File: config.mk
export PLATFORM = sky130hd
export DESIGN_NAME = modular_coefficient_alu
export DESIGN_NICKNAME = d
export VERILOG_FILES = /design/src/design/mca_pkg.sv /design/src/design/modular_coefficient_alu.sv /design/src/design/mca_fold_alu.sv /design/src/design/mca_mont_pipe.sv
export SDC_FILE = /design/constraint.sdc
export NUM_CORES = 2
export LEC_CHECK = 0
export ABC_AREA = 1
export BUFFER_PORTS_ARGS = -buffer_cell sky130_fd_sc_hd__buf_2
export CORE_ASPECT_RATIO = 2
export CORE_MARGIN = 10
export CORE_UTILIZATION = 44
export DETAILED_ROUTE_END_ITERATION = 12
export HOLD_SLACK_MARGIN = 0.05
export PLACE_DENSITY = 0.64
export REMOVE_ABC_BUFFERS = 1
export SLEW_MARGIN = 25
export SYNTH_ARGS = -nofsm -noshare
export SYNTH_HDL_FRONTEND = slang
export SYNTH_SLANG_ARGS = --single-unit
File: constraint.sdc
create_clock -name clk -period 14.6 [get_ports clk]
set_clock_uncertainty 0.2 [all_clocks]
set_input_delay 0.73 -clock clk [delete_from_list [all_inputs] [get_ports clk]]
set_output_delay 0.73 -clock clk [all_outputs]
set_load 0.01 [all_outputs]
File: src/design/mca_pkg.sv
// Shared constants, action codes and stage-enable type for the modular
// coefficient ALU. No dependencies.
package mca_pkg;

    localparam int unsigned DataW = 32;
    localparam int unsigned ProdW = 64;
    localparam int unsigned ActW  = 3;

    localparam logic [ActW-1:0] ActAdd    = 3'd0;
    localparam logic [ActW-1:0] ActSub    = 3'd1;
    localparam logic [ActW-1:0] ActNeg    = 3'd2;
    localparam logic [ActW-1:0] ActReduce = 3'd3;
    localparam logic [ActW-1:0] ActCsubq  = 3'd4;
    localparam logic [ActW-1:0] ActCaddq  = 3'd5;
    localparam logic [ActW-1:0] ActFreeze = 3'd6;
    localparam logic [ActW-1:0] ActMont   = 3'd7;

    localparam int unsigned TopShift  = 30;
    localparam int unsigned FoldShift = 18;
    localparam int unsigned SignBit   = 31;

    localparam logic [DataW-1:0]        ModQ     = 32'd1073479681;
    localparam logic [DataW-1:0]        ModQInv  = 32'hC0040001;
    localparam logic signed [DataW-1:0] HalfQ    = 32'sd536739840;
    localparam logic signed [ProdW-1:0] ModQWide = 64'sd1073479681;
    localparam logic [DataW-1:0]        LowMask  = (32'd1 << TopShift) - 32'd1;

    typedef struct packed {
        logic s1;
        logic s2;
        logic s3;
        logic s4;
    } pipe_en_t;

endpackage

File: src/design/modular_coefficient_alu.sv
// Per-coefficient modular ALU, q = 2^30 - 2^18 + 1. Top level: stage valid
// chain and handshakes. Depends on mca_pkg, mca_fold_alu, mca_mont_pipe.
//
// Usage:
//   Input channel in_valid/in_ready carries action, operand_a, operand_b.
//   Output channel out_valid/out_ready carries result. One transfer in gives
//   exactly one transfer out, in order.
//   Every action goes through the same four stages (product, m = low*qinv,
//   m*q, subtract); out_valid rises once the item reaches the last stage.
//   Throughput: one item per cycle while out_ready stays high; each stage
//   holds one multiplier or one 64-bit subtract.
//   Each stage advances when it is empty or the next stage advances, so
//   bubbles collapse: in_ready stays high while any stage has room, even
//   with a finished result waiting at the output.
//   When out_ready is low the result holds; upstream stages fill, then
//   in_ready drops. Nothing is dropped or repeated.
//   Reset (rst_n low, asynchronous) empties all stages; in_ready is high
//   right after reset.
module modular_coefficient_alu (
    input  logic                             clk,
    input  logic                             rst_n,
    input  logic                             in_valid,
    output logic                             in_ready,
    input  logic [mca_pkg::ActW-1:0]         action,
    input  logic signed [mca_pkg::DataW-1:0] operand_a,
    input  logic signed [mca_pkg::DataW-1:0] operand_b,
    output logic                             out_valid,
    input  logic                             out_ready,
    output logic signed [mca_pkg::DataW-1:0] result
);

    mca_pkg::pipe_en_t         en;
    logic                      v1_reg, v2_reg, v3_reg, v4_reg;
    logic                      v1_next, v2_next, v3_next, v4_next;
    logic [mca_pkg::DataW-1:0] simple_result;
    logic [mca_pkg::DataW-1:0] result_raw;
    logic                      is_mont;

    assign en.s4 = !v4_reg || out_ready;
    assign en.s3 = !v3_reg || en.s4;
    assign en.s2 = !v2_reg || en.s3;
    assign en.s1 = !v1_reg || en.s2;

    assign v1_next = en.s1 ? in_valid : v1_reg;
    assign v2_next = en.s2 ? v1_reg   : v2_reg;
    assign v3_next = en.s3 ? v2_reg   : v3_reg;
    assign v4_next = en.s4 ? v3_reg   : v4_reg;

    always_ff @(posedge clk or negedge rst_n)
    begin
        if (!rst_n)
        begin
            v1_reg <= 1'b0;
            v2_reg <= 1'b0;
            v3_reg <= 1'b0;
            v4_reg <= 1'b0;
        end
        else
        begin
            v1_reg <= v1_next;
            v2_reg <= v2_next;
            v3_reg <= v3_next;
            v4_reg <= v4_next;
        end
    end

    assign is_mont = (action == mca_pkg::ActMont);

    mca_fold_alu u_fold_alu (
        .action        (action),
        .operand_a     (operand_a),
        .operand_b     (operand_b),
        .simple_result (simple_result)
    );

    mca_mont_pipe u_mont_pipe (
        .clk           (clk),
        .en            (en),
        .operand_a     (operand_a),
        .operand_b     (operand_b),
        .simple_result (simple_result),
        .is_mont       (is_mont),
        .result        (result_raw)
    );

    assign in_ready  = en.s1;
    assign out_valid = v4_reg;
    assign result    = signed'(result_raw);

    // empty output means every stage advances
    a_ready_when_out_empty: assert property (@(posedge clk) disable iff (!rst_n)
        !v4_reg |-> in_ready)
        else $error("in_ready low with empty output stage");

    a_accept_fills_s1: assert property (@(posedge clk) disable iff (!rst_n)
        (in_valid && in_ready) |=> v1_reg)
        else $error("accepted transfer not captured in first stage");

    a_stall_keeps_s3: assert property (@(posedge clk) disable iff (!rst_n)
        (v3_reg && v4_reg && !out_ready) |=> (v3_reg && v4_reg))
        else $error("item lost under output stall");

    a_full_blocks_input: assert property (@(posedge clk) disable iff (!rst_n)
        (v1_reg && v2_reg && v3_reg && v4_reg && !out_ready) |-> !in_ready)
        else $error("input accepted into a full stalled pipeline");

endmodule

File: src/design/mca_fold_alu.sv
// Combinational logic for the add/sub/negate/reduce/csubq/caddq/freeze actions.
// Depends on mca_pkg.
module mca_fold_alu (
    input  logic [mca_pkg::ActW-1:0]         action,
    input  logic signed [mca_pkg::DataW-1:0] operand_a,
    input  logic signed [mca_pkg::DataW-1:0] operand_b,
    output logic [mca_pkg::DataW-1:0]        simple_result
);

    logic [mca_pkg::DataW-1:0] fold_in;
    logic [mca_pkg::DataW-1:0] top_ext;
    logic [mca_pkg::DataW-1:0] folded;
    logic [mca_pkg::DataW-1:0] csub_diff;

    always_comb
    begin
        case (action)
            mca_pkg::ActAdd: fold_in = operand_a + operand_b;
            mca_pkg::ActSub: fold_in = operand_a - operand_b;
            default:         fold_in = operand_a;
        endcase
    end

    // t = v >> 30, arithmetic
    assign top_ext = {{(mca_pkg::DataW-2){fold_in[mca_pkg::SignBit]}},
                      fold_in[mca_pkg::SignBit:mca_pkg::TopShift]};
    assign folded  = (fold_in & mca_pkg::LowMask) - top_ext
                     + (top_ext << mca_pkg::FoldShift);

    // a - q, kept only when it stays non-negative
    assign csub_diff = operand_a - mca_pkg::ModQ;

    always_comb
    begin
        case (action) inside
            mca_pkg::ActAdd, mca_pkg::ActSub, mca_pkg::ActReduce:
                simple_result = folded;
            mca_pkg::ActNeg:
                simple_result = '0 - operand_a;
            mca_pkg::ActCsubq:
                simple_result = csub_diff[mca_pkg::SignBit] ? operand_a : csub_diff;
            mca_pkg::ActCaddq:
                simple_result = operand_a[mca_pkg::SignBit] ? operand_a + mca_pkg::ModQ
                                                            : operand_a;
            mca_pkg::ActFreeze:
                simple_result = (operand_a > mca_pkg::HalfQ) ? operand_a - mca_pkg::ModQ
                                                             : operand_a;
            default:
                simple_result = operand_a;
        endcase
    end

endmodule

File: src/design/mca_mont_pipe.sv
// Four-stage datapath: a*b, m = low(ab)*qinv, m*q, high half of ab - mq.
// Carries the combinational action result alongside. Depends on mca_pkg.
module mca_mont_pipe (
    input  logic                             clk,
    input  mca_pkg::pipe_en_t                en,
    input  logic signed [mca_pkg::DataW-1:0] operand_a,
    input  logic signed [mca_pkg::DataW-1:0] operand_b,
    input  logic [mca_pkg::DataW-1:0]        simple_result,
    input  logic                             is_mont,
    output logic [mca_pkg::DataW-1:0]        result
);

    logic signed [mca_pkg::ProdW-1:0] prod1_next;
    logic signed [mca_pkg::ProdW-1:0] prod1_reg;
    logic [mca_pkg::DataW-1:0]        simple1_reg;
    logic                             mont1_reg;

    logic [mca_pkg::DataW-1:0]        m2_next;
    logic [mca_pkg::DataW-1:0]        m2_reg;
    logic signed [mca_pkg::ProdW-1:0] prod2_reg;
    logic [mca_pkg::DataW-1:0]        simple2_reg;
    logic                             mont2_reg;

    logic signed [mca_pkg::ProdW-1:0] mq3_next;
    logic signed [mca_pkg::ProdW-1:0] mq3_reg;
    logic signed [mca_pkg::ProdW-1:0] prod3_reg;
    logic [mca_pkg::DataW-1:0]        simple3_reg;
    logic                             mont3_reg;

    logic [mca_pkg::ProdW-1:0]        diff;
    logic [mca_pkg::DataW-1:0]        result_next;
    logic [mca_pkg::DataW-1:0]        result_reg;

    assign prod1_next = mca_pkg::ProdW'(operand_a) * mca_pkg::ProdW'(operand_b);

    always_ff @(posedge clk)
    begin
        if (en.s1)
        begin
            prod1_reg   <= prod1_next;
            simple1_reg <= simple_result;
            mont1_reg   <= is_mont;
        end
    end

    assign m2_next = prod1_reg[mca_pkg::DataW-1:0] * mca_pkg::ModQInv;

    always_ff @(posedge clk)
    begin
        if (en.s2)
        begin
            m2_reg      <= m2_next;
            prod2_reg   <= prod1_reg;
            simple2_reg <= simple1_reg;
            mont2_reg   <= mont1_reg;
        end
    end

    assign mq3_next = mca_pkg::ProdW'(signed'(m2_reg)) * mca_pkg::ModQWide;

    always_ff @(posedge clk)
    begin
        if (en.s3)
        begin
            mq3_reg     <= mq3_next;
            prod3_reg   <= prod2_reg;
            simple3_reg <= simple2_reg;
            mont3_reg   <= mont2_reg;
        end
    end

    assign diff        = prod3_reg - mq3_reg;
    assign result_next = mont3_reg ? diff[mca_pkg::ProdW-1:mca_pkg::DataW] : simple3_reg;

    always_ff @(posedge clk)
    begin
        if (en.s4)
        begin
            result_reg <= result_next;
        end
    end

    assign result = result_reg;

endmodule
Word level (Yosys, flattened, before mapping)
Index checks and enable logic that the tools add are counted.
- input port bits: 71
- register bits: 423
- output and inout port bits: 34
- magnitude comparators: 1
- add/sub/neg operators: 8
- multiplexer cells: 10
- multiply operators: 3
- equality and inequality tests: 7
- reductions and logical operators: 10
- operators with widths (kind ; number):
    $mux 32 ; 9
    $add 32x32->32 ; 2
    $mul 32x32->64 ; 1
    $pmux 32 s2 ; 1
    $sub 64x64->64 ; 1
    $mul 32x31->63 const B ; 1
    $add 32x30->32 const B ; 1
    $gt 32x30->1 const B ; 1
    $mul 32x31->32 const B ; 1
    $sub 1x32->32 const A ; 1
    $sub 31x2->32 ; 1
    $sub 32x30->32 const B ; 1
    $sub 32x32->32 ; 1
    $eq 3x3->1 const B ; 4
    $eq 3x2->1 const B ; 2
    $logic_not 1->1 ; 4
    $logic_or 1x1->1 ; 4
    $eq 3x1->1 const B ; 1
    $logic_not 3->1 ; 1
    $reduce_or 3->1 ; 1

Logic depth before layout (Yosys ltp)
- depth in word-level cells: 7
- gate-level depth with buffers: 42
- mapped depth without buffers: 40

Hierarchy
Synthesis repeated with hierarchy kept, for this count alone.
- cells, all modules: 9108
- area, all modules: 74948.1 sq um
- modules (own cells, without submodules) (module ; seq. area each (sq um) ; times used ; cells each ; area each (sq um)):
    mca_mont_pipe ; 10930.5 ; 1 ; 7443 ; 65997.0
    mca_fold_alu ; 0.0 ; 1 ; 1647 ; 8782.2
    modular_coefficient_alu ; 100.1 ; 1 ; 18 ; 168.9

Worst setup path after synthesis
No wires, ideal clock.
- path kind: in2reg
- start point: input port operand_a[31] in the netlist's numbering
- end point: register u_mont_pipe.prod1_reg[62] in the netlist's numbering (data pin)
- buffers on the path: 3
- cell stages on the path: 28
- data required time: 14148 ps
- setup slack: 6369 ps
- arrival time: 7779 ps
- path through: clkbuf_2 > clkbuf_1 > buf_1 > nand2_1 > inv_1 > fa_1 > inv_1 > fa_1 > inv_1 > fa_1 > fa_1 > inv_1 > fa_1 > inv_1 > fa_1 > inv_1 > fa_1 > inv_1 > fa_1 > ha_1 > nand2_1 > nor2_1 > inv_1 > or2_2 > nor3_1 > nor2_1 > nand3_1 > nand2_1
- word-level cells in the longest chain between the ends: 1
- RTL lines (item ; RTL line ; source):
    start: declaration ; modular_coefficient_alu.sv:25 ; input logic signed [mca_pkg::DataW-1:0] operand_a,
    $mul 32x32->64 ; mca_mont_pipe.sv:34 ; assign prod1_next = mca_pkg::ProdW'(operand_a) * mca_pkg::ProdW'(operand_b);
    named net u_mont_pipe.prod1_next (one bit) ; mca_mont_pipe.sv:13 ; logic signed [mca_pkg::ProdW-1:0] prod1_next;
    end signal: assignment ; mca_mont_pipe.sv:40 ; prod1_reg <= prod1_next;
    end: declaration ; mca_mont_pipe.sv:14 ; logic signed [mca_pkg::ProdW-1:0] prod1_reg;
The timed path passes the listed nets, and every way through them passes these cells.
A chain may end at the register's enable or synchronous reset.

Worst setup path after layout
- start point: input port operand_b[2] in the netlist's numbering
- end point: register u_mont_pipe.prod1_reg[58] in the netlist's numbering (data pin)
- word-level cells in the longest chain between the ends: 1
- RTL lines (item ; RTL line ; source):
    start: declaration ; modular_coefficient_alu.sv:26 ; input logic signed [mca_pkg::DataW-1:0] operand_b,
    $mul 32x32->64 ; mca_mont_pipe.sv:34 ;
    named net u_mont_pipe.prod1_next (one bit) ; mca_mont_pipe.sv:13 ;
The timed path passes the listed nets, and every way through them passes these cells.

==> reports/summary.txt <==
Status: finished clean
Die Width: 311 um
Hold WC Path Type: in -> reg
DRC: 0
Syn Inst Count: 8998
Root Driver: clkbuf_16
CTS max path bufs: 3
FF-to-FF End: u_mont_pipe.mq3_reg[62]
CTS tree: built
Max incr delay on CP: 0.88 ns
Worst-case reg-to-reg path depth: 20
Final setup violation count: 0
WL/cell: 23.6 um
Final Hold Fails: 0
Initial Utilization: 44.2%
Initial antenna violation count: 6
Crit-path most repeated cell: fa_1
Total track usage: 28.2%
Worst setup path class: in -> reg
Tcrit/Tclk final: 60.2%
Worst EP required: 14.71 ns
Setup slack, reg-to-reg: 7.21 ns
Clock slew at reported path FFs: 0.07 ns
Max Cap Viol: 0
Hold EP: v1_reg
Seq cells post-synth: 368
Site Rows: 213
Vias: 60.3k
Worst-Skew Late Latency: 0.57 ns
CP max FO: 35
Detailed-router iteration count before antenna repair: 7
Worst hold start: in_valid
Post-DRT Antenna Nets: 0
Total die area: 187000 um2
Global-route wire length before repair: 396000 um
Yosys cell types: 59
Chip height: 602 um
Worst EP arrival: 8.91 ns
Layout cell share with drive strength beyond 1: 3.96%
Syn. warnings: 0
Clk sink count: 368
Avg Synthesized Cell Area: 8.28 um2
Synthesis-to-layout area growth: 5.25%
CORE AREA: 168000 um2
Slowest cell on crit path: fa_1
Number of global-route vias before repair: 67.2k
Crit. End Element: flop
Grt ovf: 0
CP Launch Type: primary input
Number of vias per cell: 5.38
Dpl hpwl: 219000 um
Post-Syn Area: 74500 um2
F_max: 0.114 GHz
Placer congestion estimate: 1.02
Async SR Flop Fraction: 1.09%
Post-Place Cells: 11.1k
Non-filler cells, final: 11.2k
Post-synth top flop: edfxtp_1
Cell Chain, Critical Path: buf_2 -> nand2_1 -> inv_1 -> fa_1 -> fa_1 -> fa_1 -> fa_1 -> inv_1 -> fa_1 -> inv_1 -> fa_1 -> inv_1 -> fa_1 -> inv_1 -> fa_1 -> ha_1 -> a21oi_1 -> o21ai_0 -> o21bai_1 -> a211oi_1 -> nand2_1 -> nand2_1 -> nand2_1
H-tree levels: 2
Count of flip-flops with a built-in enable after synthesis: 364
Sequential area share after synthesis: 14.8%
Total negative slack: 0 ns
Total CTS buffers: 35
Iteration-0 DRC Markers: 4175
Unrepaired setup endpoints after global routing: no
Launching point of the worst reg2reg path: u_mont_pipe.m2_reg[29]
Port bufs: 104
Slew Limit Headroom: 21.8%
Final wirelength: 264000 um
Layout Nets: 10.9k
Largest net degree at the start of global routing: 81
Worst-margin pin slew: 1.16 ns
Crit path time final: 8.79 ns
Hold Crit Depth: 3
Max Slew Vio Count: 0
# IOs: 105
## synth_stat cells (65+ instances only)
library cell / n / share of area (%)
inv_1: 2252 / 11
xnor2_1: 65 / 0.76
ha_1: 583 / 9.8
fa_1: 1375 / 37
buf_1: 105 / 0.53
nand4_1: 68 / 0.57
o21ai_0: 283 / 1.9
xor2_1: 132 / 1.6
a21oi_1: 293 / 2.0
nand2_1: 2033 / 10
clkbuf_1: 149 / 0.75
edfxtp_1: 364 / 15
nor2_1: 565 / 2.8
nand3_1: 265 / 1.8
## worst max path at each step
stage                                 from  depth (start not counted)                   endpoint
global placement              operand_b[2]                         23  u_mont_pipe.prod1_reg[58]
finish                        operand_b[2]                         23  u_mont_pipe.prod1_reg[58]
floorplan           u_mont_pipe.m2_reg[31]                         21    u_mont_pipe.mq3_reg[59]
CTS                           operand_b[2]                         24  u_mont_pipe.prod1_reg[58]
detailed placement            operand_b[2]                         23  u_mont_pipe.prod1_reg[58]
global route                  operand_b[2]                         23  u_mont_pipe.prod1_reg[58]
## area by class of cell
type | instances | area [um2]
antenna | 4 | 10.0
tap | 2257 | 2820
clock buffer | 40 | 895
sequential | 368 | 11000
inverter | 2272 | 8530
clock inverter | 24 | 273
multi-input combinational | 6060 | 53700
fill | 16700 | 90100
timing repair buffer | 183 | 1120
## cells by family after synthesis
group                    after synthesis  share of synthesized area (%)
AND/OR/NAND/NOR                     3113                           17.0
XOR/XNOR                             198                           2.34
buffers and inverters               2570                           13.1
adder cells (fa/ha/maj)             1958                           46.8
AO/OA/AOI/OAI                        791                           5.96
flip-flops                           368                           14.8
## placed cells by master, fill, tap and decap left out, types with 65 or more instances in the layout
cell,count
inv_1,2249
nand4_1,68
xor2_1,132
o21ai_0,283
nand3_1,265
fa_1,1375
buf_4,79
buf_2,103
a21oi_1,293
nand2_1,2032
ha_1,583
nor2_1,565
edfxtp_1,364
xnor2_1,65
## per-stage QoR
stage | util, % | setup WS, ns | instance area (um2) | hold WS [ns]
after floorplan | - | 6.54 | 73200 | 0.200
after global placement | 45.8 | 5.31 | 77200 | 0.201
after detailed placement | 45.8 | 5.25 | 77200 | 0.205
after CTS | 46.5 | 5.84 | 78400 | 0.153
after global routing | 46.5 | 5.47 | 78400 | 0.184
final | 46.5 | 5.81 | 78400 | 0.179
## worst max-delay path, delay by kind of cell
family	cells	cell delay (ns)
compound gates	4	1.22
simple gates	4	0.47
fa+ha+maj	9	5.02
buf+inv	6	1.45
## what timing repair did
action / in CTS / in global routing
setup buffers: 0 / 0
hold buffers: 1 / 0
gates resized for setup: 0 / 0
endpoints found under the hold margin: 4 / 0
endpoints found under the setup margin: 0 / 0
## metal layers
layer / track usage [%] / vias up / routed length [um]
li1: - / 26800 / -
met3: 2.85 / 1250 / 12600
met1: 25.6 / 29600 / 79900
met2: 54.5 / 2614 / 143000
met4: 24.8 / 2 / 28300
met5: 0 / - / 12
Power is left out: the tool's default activity adds up to more than one toggle a clock period on the data nets, which glitch-free logic cannot reach.
